### config.mk
export PLATFORM = sky130hd
export DESIGN_NAME = hhd_walker
export DESIGN_NICKNAME = d
export VERILOG_FILES = /design/src/sv/hhd_pkg.sv /design/src/sv/hhd_walker.sv
export SDC_FILE = /design/constraint.sdc
export NUM_CORES = 1
export LEC_CHECK = 0
export BUFFER_PORTS_ARGS = -buffer_cell sky130_fd_sc_hd__buf_2
export CAP_MARGIN = 30
export CORE_MARGIN = 5
export CORE_UTILIZATION = 30
export CTS_CLUSTER_SIZE = 20
export DETAILED_ROUTE_END_ITERATION = 10
export GPL_ROUTABILITY_DRIVEN = 0
export PLACE_DENSITY_LB_ADDON = 0.3
export SETUP_SLACK_MARGIN = 0.3
export SYNTH_ARGS = -nofsm -noshare
export SYNTH_HDL_FRONTEND = slang
export SYNTH_SLANG_ARGS = --single-unit
### constraint.sdc
create_clock -name clk -period 7.8 [get_ports clk]
set_input_delay 1.17 -clock clk [delete_from_list [all_inputs] [get_ports clk]]
set_output_delay 1.17 -clock clk [all_outputs]
set_load 0.005 [all_outputs]
### src/sv/hhd_pkg.sv
// ----------------------------------------------------------------------------
// hhd_pkg
// Types and constants shared by the heap-tree Huffman decoder.
// ----------------------------------------------------------------------------
package hhd_pkg;

    localparam int unsigned NODE_INDEX_BITS_DEF = 12;
    localparam int unsigned ENTRY_W             = 12;
    localparam int unsigned SYM_W               = 8;
    localparam int unsigned BYTE_W              = 8;
    localparam int unsigned CNT_W               = 32;
    localparam int unsigned BIT_CNT_W           = 3;

    // first code bit of a packed byte
    localparam logic [BYTE_W-1:0] FIRST_BIT = 8'h80;

    typedef enum logic
    {
        CMD_LOAD = 1'b0,
        CMD_CODE = 1'b1
    } cmd_t;

    typedef struct packed
    {
        cmd_t               command;
        logic [ENTRY_W-1:0] entry_index;
        logic               entry_is_leaf;
        logic [SYM_W-1:0]   entry_symbol;
        logic [BYTE_W-1:0]  packed_byte;
    } in_item_t;

    typedef struct packed
    {
        logic [SYM_W-1:0] symbol;
        logic             last;
        logic             done_res;
        logic             error;
    } out_item_t;

    // walker -> node store
    typedef struct packed
    {
        logic             wr_en;
        logic             wr_is_leaf;
        logic [SYM_W-1:0] wr_symbol;
        logic             rd_en;
    } mem_ctrl_t;

    // node store -> walker
    typedef struct packed
    {
        logic             busy;
        logic             rd_internal;
        logic [SYM_W-1:0] rd_symbol;
    } mem_stat_t;

endpackage

### src/sv/hhd_walker.sv
// ----------------------------------------------------------------------------
// hhd_walker
// Tree-walk sequencer: one node table read per code bit, a held result slot
// so the final result of a byte can be flagged, and the output register.
// ----------------------------------------------------------------------------
module hhd_walker #(
    parameter int unsigned NODE_INDEX_BITS = hhd_pkg::NODE_INDEX_BITS_DEF
) (
    input  logic                        clk,
    input  logic                        rst_n,
    input  logic                        in_valid,
    output logic                        in_ready,
    input  hhd_pkg::in_item_t           in_data,
    output logic                        out_valid,
    input  logic                        out_ready,
    output hhd_pkg::out_item_t          out_data,
    input  logic [hhd_pkg::CNT_W-1:0]   symbol_total,
    output hhd_pkg::mem_ctrl_t          mem_ctrl,
    output logic [NODE_INDEX_BITS-1:0]  wr_addr,
    output logic [NODE_INDEX_BITS-1:0]  rd_addr,
    input  hhd_pkg::mem_stat_t          mem_stat
);

    localparam int unsigned EW = (NODE_INDEX_BITS > hhd_pkg::ENTRY_W) ?
                                 NODE_INDEX_BITS : hhd_pkg::ENTRY_W;
    localparam logic [EW:0] TABLE_SIZE = (EW+1)'(1) << NODE_INDEX_BITS;
    localparam logic [NODE_INDEX_BITS-1:0] ROOT = NODE_INDEX_BITS'(1);
    localparam logic [hhd_pkg::BIT_CNT_W-1:0] LAST_BIT = '1;

    typedef enum logic [1:0]
    {
        S_IDLE,
        S_WALK,
        S_FLUSH
    } state_t;

    state_t                            state_reg, state_next;
    logic [NODE_INDEX_BITS-1:0]        cur_reg, cur_next;
    logic [hhd_pkg::CNT_W-1:0]         emitted_reg, emitted_next;
    logic [hhd_pkg::BYTE_W-1:0]        byte_reg, byte_next;
    logic [hhd_pkg::BIT_CNT_W-1:0]     bit_cnt_reg, bit_cnt_next;
    logic [NODE_INDEX_BITS-1:0]        addr_reg, addr_next;
    logic                              ovf_reg, ovf_next;
    logic                              pend_valid_reg, pend_valid_next;
    hhd_pkg::out_item_t                pend_reg, pend_next;
    logic                              out_valid_reg, out_valid_next;
    hhd_pkg::out_item_t                out_reg, out_next;

    logic                              accept;
    logic [EW:0]                       idx_ext;
    logic                              idx_in_range;
    logic                              is_leaf;
    logic                              has_result;
    logic [hhd_pkg::CNT_W-1:0]         emitted_inc;
    logic                              reached;
    logic                              out_free;
    logic                              push;
    hhd_pkg::out_item_t                push_item;
    hhd_pkg::out_item_t                new_res;
    logic [NODE_INDEX_BITS-1:0]        base;
    logic                              code_bit;

    assign in_ready     = (state_reg == S_IDLE) && !mem_stat.busy;
    assign accept       = in_valid && in_ready;
    assign idx_ext      = (EW+1)'(in_data.entry_index);
    assign idx_in_range = idx_ext < TABLE_SIZE;
    assign is_leaf      = !ovf_reg && !mem_stat.rd_internal;
    assign has_result   = ovf_reg || is_leaf;
    assign emitted_inc  = emitted_reg + 1'b1;
    assign reached      = emitted_inc >= symbol_total;
    assign out_free     = !out_valid_reg || out_ready;
    assign base         = has_result ? ROOT : addr_reg;
    assign code_bit     = (byte_reg & hhd_pkg::FIRST_BIT) != '0;

    always_comb
    begin
        new_res.symbol   = ovf_reg ? '0 : mem_stat.rd_symbol;
        new_res.last     = 1'b0;
        new_res.done_res = is_leaf && reached;
        new_res.error    = ovf_reg;
    end

    assign wr_addr             = idx_ext[NODE_INDEX_BITS-1:0];

    always_comb
    begin
        state_next      = state_reg;
        cur_next        = cur_reg;
        emitted_next    = emitted_reg;
        byte_next       = byte_reg;
        bit_cnt_next    = bit_cnt_reg;
        addr_next       = addr_reg;
        ovf_next        = ovf_reg;
        pend_valid_next = pend_valid_reg;
        pend_next       = pend_reg;
        push            = 1'b0;
        push_item       = pend_reg;
        mem_ctrl.wr_en      = 1'b0;
        mem_ctrl.wr_is_leaf = in_data.entry_is_leaf;
        mem_ctrl.wr_symbol  = in_data.entry_symbol;
        mem_ctrl.rd_en      = 1'b0;
        rd_addr         = {base[NODE_INDEX_BITS-2:0], code_bit};

        unique case (state_reg)
            S_IDLE:
            begin
                rd_addr = {cur_reg[NODE_INDEX_BITS-2:0],
                           in_data.packed_byte[hhd_pkg::BYTE_W-1]};
                if (accept)
                begin
                    if (in_data.command == hhd_pkg::CMD_LOAD)
                    begin
                        mem_ctrl.wr_en = idx_in_range;
                    end
                    else if (emitted_reg < symbol_total)
                    begin
                        mem_ctrl.rd_en = 1'b1;
                        addr_next      = rd_addr;
                        ovf_next       = cur_reg[NODE_INDEX_BITS-1];
                        byte_next      = in_data.packed_byte << 1;
                        bit_cnt_next   = '0;
                        state_next     = S_WALK;
                    end
                end
            end
            S_WALK:
            begin
                // a new result displaces the held one into the output register
                if (!(has_result && pend_valid_reg && !out_free))
                begin
                    if (has_result)
                    begin
                        push            = pend_valid_reg;
                        pend_next       = new_res;
                        pend_valid_next = 1'b1;
                    end
                    if (is_leaf)
                    begin
                        emitted_next = emitted_inc;
                    end
                    cur_next     = base;
                    bit_cnt_next = bit_cnt_reg + 1'b1;
                    if ((bit_cnt_reg == LAST_BIT) || (is_leaf && reached))
                    begin
                        state_next = S_FLUSH;
                    end
                    else
                    begin
                        mem_ctrl.rd_en = 1'b1;
                        addr_next      = rd_addr;
                        ovf_next       = base[NODE_INDEX_BITS-1];
                        byte_next      = byte_reg << 1;
                    end
                end
            end
            S_FLUSH:
            begin
                if (!pend_valid_reg)
                begin
                    state_next = S_IDLE;
                end
                else if (out_free)
                begin
                    push            = 1'b1;
                    push_item.last  = 1'b1;
                    pend_valid_next = 1'b0;
                    state_next      = S_IDLE;
                end
            end
            default:
            begin
                state_next = S_IDLE;
            end
        endcase

        if (push)
        begin
            out_valid_next = 1'b1;
            out_next       = push_item;
        end
        else
        begin
            out_valid_next = out_valid_reg && !out_ready;
            out_next       = out_reg;
        end
    end

    always_ff @(posedge clk or negedge rst_n)
    begin
        if (!rst_n)
        begin
            state_reg      <= S_IDLE;
            cur_reg        <= ROOT;
            emitted_reg    <= '0;
            pend_valid_reg <= 1'b0;
            out_valid_reg  <= 1'b0;
        end
        else
        begin
            state_reg      <= state_next;
            cur_reg        <= cur_next;
            emitted_reg    <= emitted_next;
            pend_valid_reg <= pend_valid_next;
            out_valid_reg  <= out_valid_next;
        end
    end

    always_ff @(posedge clk)
    begin
        byte_reg    <= byte_next;
        bit_cnt_reg <= bit_cnt_next;
        addr_reg    <= addr_next;
        ovf_reg     <= ovf_next;
        pend_reg    <= pend_next;
        out_reg     <= out_next;
    end

    assign out_valid = out_valid_reg;
    assign out_data  = out_reg;

    a_no_accept_while_clearing: assert property (@(posedge clk) disable iff (!rst_n)
        mem_stat.busy |-> !in_ready)
        else $error("item accepted during node table sweep");

    a_idle_no_held_result: assert property (@(posedge clk) disable iff (!rst_n)
        (state_reg == S_IDLE) |-> !pend_valid_reg)
        else $error("held result left behind after a byte");

    a_error_result_clean: assert property (@(posedge clk) disable iff (!rst_n)
        (out_valid_reg && out_reg.error) |-> (out_reg.symbol == '0 && !out_reg.done_res))
        else $error("error result carries symbol or done flag");

    a_stall_no_read: assert property (@(posedge clk) disable iff (!rst_n)
        (state_reg == S_WALK && has_result && pend_valid_reg && !out_free)
        |=> $stable(addr_reg) && $stable(emitted_reg))
        else $error("walk advanced while output stalled");

endmodule

* Yosys cells after proc, flatten, opt, wreduce, memory -nomap -nowiden *
Index checks and enable logic that the tools add are counted.

cells by class
  $lt $le $gt $ge = 3
  eq/ne operators = 11
  reductions and logical operators = 26
  bitwise gates (word level) = 1
  $add $sub $neg = 2
  multiplexer cells = 53

operator list
  operator                                                                number
  12-bit 2-to-1 mux                                                       7
  8-bit 2-to-1 mux                                                        5
  32-bit by 1-bit adder with 32-bit output, second input constant         1
  32-bit >= comparator                                                    1
  32-bit < comparator                                                     1
  12-bit one-hot mux with 2 select lines                                  1
  1-bit 2-to-1 mux                                                        22
  8-bit one-hot mux with 2 select lines                                   1
  2-bit 2-to-1 mux                                                        7
  12-bit by 13-bit < comparator with 1-bit output, second input constant  1
  3-bit 2-to-1 mux                                                        4
  2-bit inequality test, second input constant                            6
  6-bit AND reduction                                                     2
  3-bit AND reduction                                                     3
  1-bit one-hot mux with 2 select lines                                   4
  1-bit logical AND                                                       7
  1-bit logical NOT                                                       6
  2-bit one-hot mux with 3 select lines                                   1
  3-bit one-hot mux with 2 select lines                                   1
  5-bit AND reduction                                                     1
  2-bit nonzero test                                                      2
  3-bit by 1-bit adder with 3-bit output, second input constant           1
  3-bit equality test, second input constant                              1
  1-bit logical OR                                                        3
  other kinds (7)                                                         7

storage, ports and cells
  output and inout bits = 48
  register bits = 93
  logic and storage cells = 112
  input bits = 76

* Logic depth before layout (Yosys ltp) *
Gate-level depths: netlist of run 1.

  word-level depth = 8
  depth in mapped cells = 16
  gate-level depth less buffers = 15

* Worst setup path after synthesis of run 1 *
Ideal clock, no wire load.

  path type = register to register
  start point = reg emitted_reg[0] in the netlist's numbering
  end point = reg addr_reg[0] (enable)
  path slack = 3.439 ns
  path buffers = 1
  data arrival time = 3.958 ns
  clock period less this slack = 4.361 ns
  cell stages (with the launch flop) = 15
  setup time = 0.404 ns
  required time = 7.396 ns
  path through = dfrtp_1 ha_1 nand3_2 nor3_4 and2_2 clkbuf_1 nand3_1 xnor2_1 ha_1 and4_1 a221oi_1 a2bb2oi_1 and3_1 o21ai_0 a21oi_1

between the ends
  word-level cells in the longest chain between the ends = 6
  elaborated cells between the ends (all ways) = 8

ends and longest elaborated chain
  item                                      line               RTL
  start: declaration                        hhd_walker.sv:39   logic [hhd_pkg::CNT_W-1:0] emitted_reg, emitted_next;
  start signal: assignment                  hhd_walker.sv:202  emitted_reg <= emitted_next;
  32-bit by 1-bit adder with 32-bit output  hhd_walker.sv:69   assign emitted_inc = emitted_reg + 1'b1;
  net emitted_inc (one bit)                 hhd_walker.sv:54   logic [hhd_pkg::CNT_W-1:0] emitted_inc;
  32-bit >= comparator                      hhd_walker.sv:70   assign reached = emitted_inc >= symbol_total;
  1-bit logical AND                         hhd_walker.sv:143  if ((bit_cnt_reg == LAST_BIT) || (is_leaf && reached))
  1-bit logical OR                          hhd_walker.sv:143
  2-bit inequality test (no source line)    -
  6-bit AND reduction (no source line)      -
  end signal: assignment                    hhd_walker.sv:212  addr_reg <= addr_next;
  end: declaration                          hhd_walker.sv:42   logic [NODE_INDEX_BITS-1:0] addr_reg, addr_next;

The timed path passes the listed nets, and every way through them passes these cells.
A chain may end at the register's enable or synchronous reset.

==> results of run 1 <==
stage by stage:
step | std cells | total power [mW]
floorplan | 616 | 1.03
global placement | 932 | 1.19
detailed placement | 932 | 1.20
CTS | 948 | 1.66
global route | 948 | 1.75
finish | 948 | 1.63
final cells by class:
| cell class | count | share of cell area (%) |
|---|---|---|
| tap | 270 | 4.86 |
| clock buffer | 10 | 3.30 |
| timing repair buffer | 86 | 6.37 |
| multi-input combinational | 430 | 45.2 |
| inverter | 54 | 2.92 |
| sequential | 92 | 36.3 |
| clock inverter | 6 | 1.03 |
layout by cell type (no fill, tap or decap), types with 21 or more instances in the layout:
cell type	synthesis	final
a21oi_1	24	23
buf_2	4	81
dfrtp_1	47	47
edfxtp_1	44	44
ha_1	70	70
inv_1	54	54
nand2_1	61	61
nand3_1	28	28
nor2_1	21	21
o21ai_0	40	40
xnor2_1	38	38
xor2_1	23	23
logic make-up after synthesis:
family	synth area share [%]
simple gates	16.7
fa+ha+maj	14.4
flops	41.4
xor+xnor	8.77
buf+inv	7.17
compound gates	9.94
mux	1.66
power by group through the flow:
stage                     sequential, mW  clock [mW]  combinational [mW]
after detailed placement           0.724           0               0.478
after global placement             0.719           0               0.476
after global routing               0.726       0.480               0.541
after floorplan                    0.706           0               0.324
after CTS                          0.713       0.464               0.482
final                              0.712       0.447               0.470
per-layer routing:
metal | share of wire [%] | GRT usage [%] | wire length [um] | up-vias
met5 | 0 | 0 | 0 | -
met4 | 2.0 | 4.41 | 282 | 0
met3 | 3.0 | 1.85 | 407 | 17
met2 | 48 | 20.3 | 6670 | 63
met1 | 47 | 15.6 | 6400 | 2062
li1 | - | - | - | 2249
worst min path at each step:
stage | endpoint | slack, ps | cells past startpoint
finish | out_data[1] | 420 | 0
global placement | out_data[9] | 400 | 0
floorplan | out_data[0] | 400 | 0
global route | out_data[4] | 430 | 0
detailed placement | out_data[1] | 410 | 0
CTS | out_data[1] | 420 | 0
==> results.toml, run 1 <==
[worst_setup_path]
reg2reg_from = "emitted_reg[11]"
worstPathCellList = "and4_4 > and4_4 > nand3_1 > nor2_2 > nand3_1 > nor2_1 > xor2_1 > ha_1 > nand4_1 > nor3_1 > and4_1 > o21ai_1 > and3_1 > a22o_1 > buf_2"
cpPeakStageDelay_ps = 510
rr_endpoint = "addr_reg[5]"
crit_type = "flop to primary output"
startpoint = "emitted_reg[11]"
crit_buf_inv = 1
crit_fanout = 7
crit_end = "mem_ctrl[0]"
worstSetupStartpointType = "flop"
cp_slowest_cell = "dfrtp_1"
r2r_cells = 16
cp_num_cells = 15
required_ps = 6630
end_kind = "primary output"
cp.arrival_ps = 4030
crit_family = "simple AND/OR/NAND/NOR gates"
r2r_slack_ps = 3660

[cts]
htree_levels = 3
cts_tree = "done"
cts_buffer_depth = 2
worstSkewPairLatency_ps = 340
clkSinkCount = 92
ctsResizeCount = 0
path_clk_slew_ps = 70
post_cts_buffers = 0
cts.hold.buffers_added = 0
cts_buffers = 9
clock-root-buffer = "clkbuf_16"

[routing]
viasPerCell = 4.63
finalWirelength_mm = 13.8
avgRoutedWirePerCell_um = 14.5
ant_nets = 0
dr.pass1.iters = 4
drtIter0Drc = 215
num_vias = 4391
drc = 0

[global_route]
grt_first_pass_wirelength_mm = 23.0
antenna_found_initial = 0
grt_util_all_layers_pct = 12.0
overflow = 0
grt_pass1_vias = 4533
grt_max_degree = 49

[logic_synthesis]
syn_area_sq_um = 6090
synth_seq_cells = 92
synth_area_leader_cell = "edfxtp_1"
synth_edf_count = 44
synth_top_cell_area_share_pct = 21.7
synth_fp_nets = 762
yosys_warnings = 0
ys.flop_type = "dfrtp_1"
yosysUniqueCellTypes = 56
synthTopCellsByCount = "70 x ha_1, 61 x nand2_1, 54 x inv_1, 47 x dfrtp_1, 44 x edfxtp_1"
synth_area_leaders = "edfxtp_1 22%, dfrtp_1 19%, ha_1 14%, xnor2_1 5.5%, nand2_1 3.8%"
syn_area_per_cell_sq_um = 9.89
ys_seq_area_share_pct = 41.4
post-synth-top-count-cell = "ha_1"
syn_inst = 616
synthArstFlopShare_pct = 52.2

[final_layout]
regArea_sq_um = 2520
nets = 819
fin_util_pct = 34.6
syn_to_final_growth_pct = 14.0
drive_gt1_share_pct = 19.3
largest_reg_flops = 32
fillCellCount = 2086
finish.instance_area_sq_um = 6950
antenna_cells = 0
multiInputGateArea_sq_um = 3140

[power_and_ir_drop]
intPower_mw = 1.09
combPwrFrac_pct = 28.8
ir_worst_vdd_v = 0.0000988
swShare_pct = 33.3
pwr-share-seq_pct = 43.7
power_leakage_nw = 3.24
clockPowerShare_pct = 27.4
p_switching_mw = 0.542
powerDensity_nw_per_um2 = 235

[sta]
post-route-period-util_pct = 66.7
timing.hold.ws_ps = 419
worstMarginPinSlew_ps = 950
setup_tns_ps = 0
slew_viol_final = 0
post-route-worst-setup-slack_ps = 2600
setup_viol = 0
hold_viol = 0
fmax_ghz = 0.192
maxSlewHeadroom_pct = 36.6
rsz0062_at_grt = "no"
finalClockSkew_ps = 8.69
min_period_ps = 5200

[place]
dp_hpwl_mm = 10.4
placed_area_sq_um = 6650
dpl_worst_slack_ps = 2950
io_buffers = 81

[floorplanning]
num_rows = 52
io-pin-count = 124
initial_core_util_pct = 30.3
die_area_sq_um = 23300
fp.dieW_um = 153
die_y_um = 153
core_area_sq_um = 20100

[status]
status = "finished, final reports clean"

[min_path]
min_from = "pend_reg[1]"
min-delay-path-class = "flop to flop"

[flow_run]
drv_cap = 0
Note: power is estimated with default switching activity, not from simulation.
==> run 2: changes to the inputs <==
ABC_AREA = 1   (was default)
clock period = 4.8 ns   (was 7.8 ns; I/O delays follow)
==> run 2 against run 1 <==
  * Cell count up 23%
  * Combinational power up 140%
  * First-iteration DRC count up 35%
  * Critical endpoint unchanged
  * Non-clock buffer count up 1
  * Die area up 6.3%
  * Clock skew up 2.5 ps
  * Cell area up 6.3%
  * Clock-buffer cell count unchanged
  * Sequential power up 81%
==> results.toml, run 2 <==
[worst_setup_path]
cpPeakStageDelay_ps = 480
r2r_slack_ps = 1300
cp.arrival_ps = 3490
crit_type = "flop to primary output"
rr_endpoint = "addr_reg[2]"
reg2reg_from = "emitted_reg[4]"
crit_fanout = 6
crit_top_cell = "nand2_1"
required_ps = 4080
worstPathCellList = "inv_2 > nor4_1 > nand2_1 > nor2_1 > nand3_1 > xor2_1 > ha_1 > a21oi_1 > o21a_1 > nand2_1 > nor2_1 > nand2_1 > nand2_1 > nand3_1 > o21ai_1 > buf_2"
crit_buf_inv = 2
crit_family = "simple AND/OR/NAND/NOR gates"
worstSetupStartpointType = "flop"
end_kind = "primary output"
cp_slowest_cell = "dfrtp_1"
r2r_cells = 16

[logic_synthesis]
synthXorXnorAreaFrac_pct = 2.69
yosysUniqueCellTypes = 41
synth_top_family_by_area = "simple AND/OR/NAND/NOR gates"
post-synth-top-count-cell = "nand2_1"
synth-simple-area-share_pct = 23.6
ys.flop_type = "dfrtp_1"
synthArstFlopShare_pct = 52.2
synth_seq_cells = 92
synthTopCellsByCount = "207 x nand2_1, 145 x inv_1, 70 x ha_1, 66 x nor2_1, 61 x o21ai_0"
yosys_warnings = 0
ys_seq_area_share_pct = 38.8
syn_area_sq_um = 6500
synthAdderAreaFrac_pct = 13.5
synth-compound-area-share_pct = 9.20
synth.area.mux_share_pct = 0
synth_area_leader_cell = "edfxtp_1"
synth_fp_nets = 975
synth_area_leaders = "edfxtp_1 20%, dfrtp_1 18%, ha_1 13%, nand2_1 12%, inv_1 8.4%"
syn_area_per_cell_sq_um = 7.84
synth_top_cell_area_share_pct = 20.3
syn_inst = 829
synth_edf_count = 44

[routing]
avgRoutedWirePerCell_um = 13.2
dr.pass1.iters = 5
ant_nets = 0
finalWirelength_mm = 15.5
drc = 0
drtIter0Drc = 291
num_vias = 5200
viasPerCell = 4.44

[min_path]
min_from = "pend_reg[0]"
min-delay-path-class = "flop to flop"
hold_depth = 0
hold_end = "out_data[0]"

[floorplanning]
io-pin-count = 124
core_area_sq_um = 21200
fp.dieW_um = 157
initial_core_util_pct = 30.7
die_y_um = 157
die_area_sq_um = 24700
num_rows = 53

[final_layout]
nets = 1036
stdcell_count = 1170
fillCellCount = 2242
final_cell_mix = "206 x nand2_1, 145 x inv_1, 81 x buf_2"
final_common_cell = "nand2_1"
drive_gt1_share_pct = 15.6
largest_reg_flops = 32
antenna_cells = 0
syn_to_final_growth_pct = 13.6

[global_route]
grt_first_pass_wirelength_mm = 25.6
grt_pass1_vias = 5027
grt_util_all_layers_pct = 12.9
grt_max_degree = 49
antenna_found_initial = 0
overflow = 0

[sta]
min_period_ps = 4210
finalClockSkew_ps = 11.2
rsz0062_at_grt = "no"
fmax_ghz = 0.238
slew_viol_final = 0
timing.hold.ws_ps = 418
maxSlewHeadroom_pct = 38.9
setup_tns_ps = 0
setup_viol = 0
worstMarginPinSlew_ps = 912
post-route-period-util_pct = 87.7
hold_viol = 0

[power_and_ir_drop]
power_leakage_nw = 3.85
ir_worst_vdd_v = 0.000183
powerDensity_nw_per_um2 = 424

[cts]
htree_levels = 3
cts.hold.buffers_added = 0
cts_tree = "done"
cts_buffers = 9
worstSkewPairLatency_ps = 350
path_clk_slew_ps = 70
clkSinkCount = 92
clock-root-buffer = "clkbuf_16"
cts_buffer_depth = 2

[place]
dp_cells = 1153
io_buffers = 81
dp_hpwl_mm = 12.2

[status]
status = "finished, final reports clean"

[flow_run]
drv_cap = 0
==> run 2: cell types whose count changed after synthesis, sizes merged, moves of 9 or more <==
cell | previous run | this run
mux2 | 9 | 0
inv | 54 | 148
xnor2 | 38 | 0
nand2 | 61 | 211
nor2 | 23 | 71
o21ai | 42 | 69
nor3 | 4 | 22
nor2b | 14 | 0
and3 | 13 | 1
==> run 2: worst max path at each step <==
stage / from / endpoint / slack [ps] / depth (start not counted)
CTS: emitted_reg[0] / mem_ctrl[0] / 320 / 19
global route: emitted_reg[0] / mem_ctrl[0] / 310 / 19
detailed placement: emitted_reg[0] / mem_ctrl[0] / 740 / 19
global placement: emitted_reg[0] / mem_ctrl[0] / 820 / 19
finish: emitted_reg[4] / mem_ctrl[0] / 590 / 16
floorplan: emitted_reg[0] / addr_reg[0] / 970 / 18
==> run 2: cell families after synthesis <==
family | after synthesis
simple gates | 352
buf+inv | 185
compound gates | 110
flops | 92
fa+ha+maj | 70
xor+xnor | 20
==> run 2: power breakdown <==
| part | internal [mW] | switching [mW] | leakage (nW) |
|---|---|---|---|
| Combinational | 0.361 | 0.745 | 2.65 |
| Clock | 0.410 | 0.328 | 0.144 |
| Sequential | 1.17 | 0.120 | 1.06 |
==> run 2: timing repair <==
item / CTS / global route
gates resized for setup: 0 / 7
endpoints found under the setup margin: 0 / 1
buffers inserted: 0 / 1
==> run 2: cell type report <==
type | instances | area, sq um | share of cell area, %
clock buffer | 10 | 229 | 3.10
clock inverter | 6 | 72.6 | 0.982
inverter | 148 | 556 | 7.52
multi-input combinational | 552 | 3210 | 43.5
sequential | 92 | 2520 | 34.2
tap | 275 | 344 | 4.66
timing repair buffer | 87 | 450 | 6.10
==> run 2: through the flow <==
| stage | cell area, sq um | utilization, % | worst slack (ps) | total power [mW] |
|---|---|---|---|---|
| floorplan | 6500 | - | 971 | 2.06 |
| global placement | 7050 | 33.3 | 823 | 2.41 |
| detailed placement | 7050 | 33.3 | 736 | 2.43 |
| CTS | 7350 | 34.8 | 318 | 3.18 |
| global route | 7390 | 34.9 | 306 | 3.40 |
| finish | 7390 | 34.9 | 592 | 3.13 |
==> run 2: layer usage <==
layer / vias up / part of all wire, % / track usage, %
li1: 2758 / - / -
met1: 2356 / 50 / 18.2
met2: 74 / 46 / 20.4
met3: 12 / 3.3 / 2.12
met4: 0 / 1.4 / 3.81
met5: - / 0 / 0
==> run 2: worst register-to-register path, stage by stage, from the launching register on <==
cell and delay, ps:
dfrtp_1 480, inv_2 110, nor4_1 380, nand2_1 140
nor2_1 200, nand3_1 200, xor2_1 200, ha_1 300
a21oi_1 170, o21a_1 140, nand2_1 70, nor2_1 100
nand2_1 70, nand2_1 90, nand2_1 90, a21oi_2 130
buf_4 290
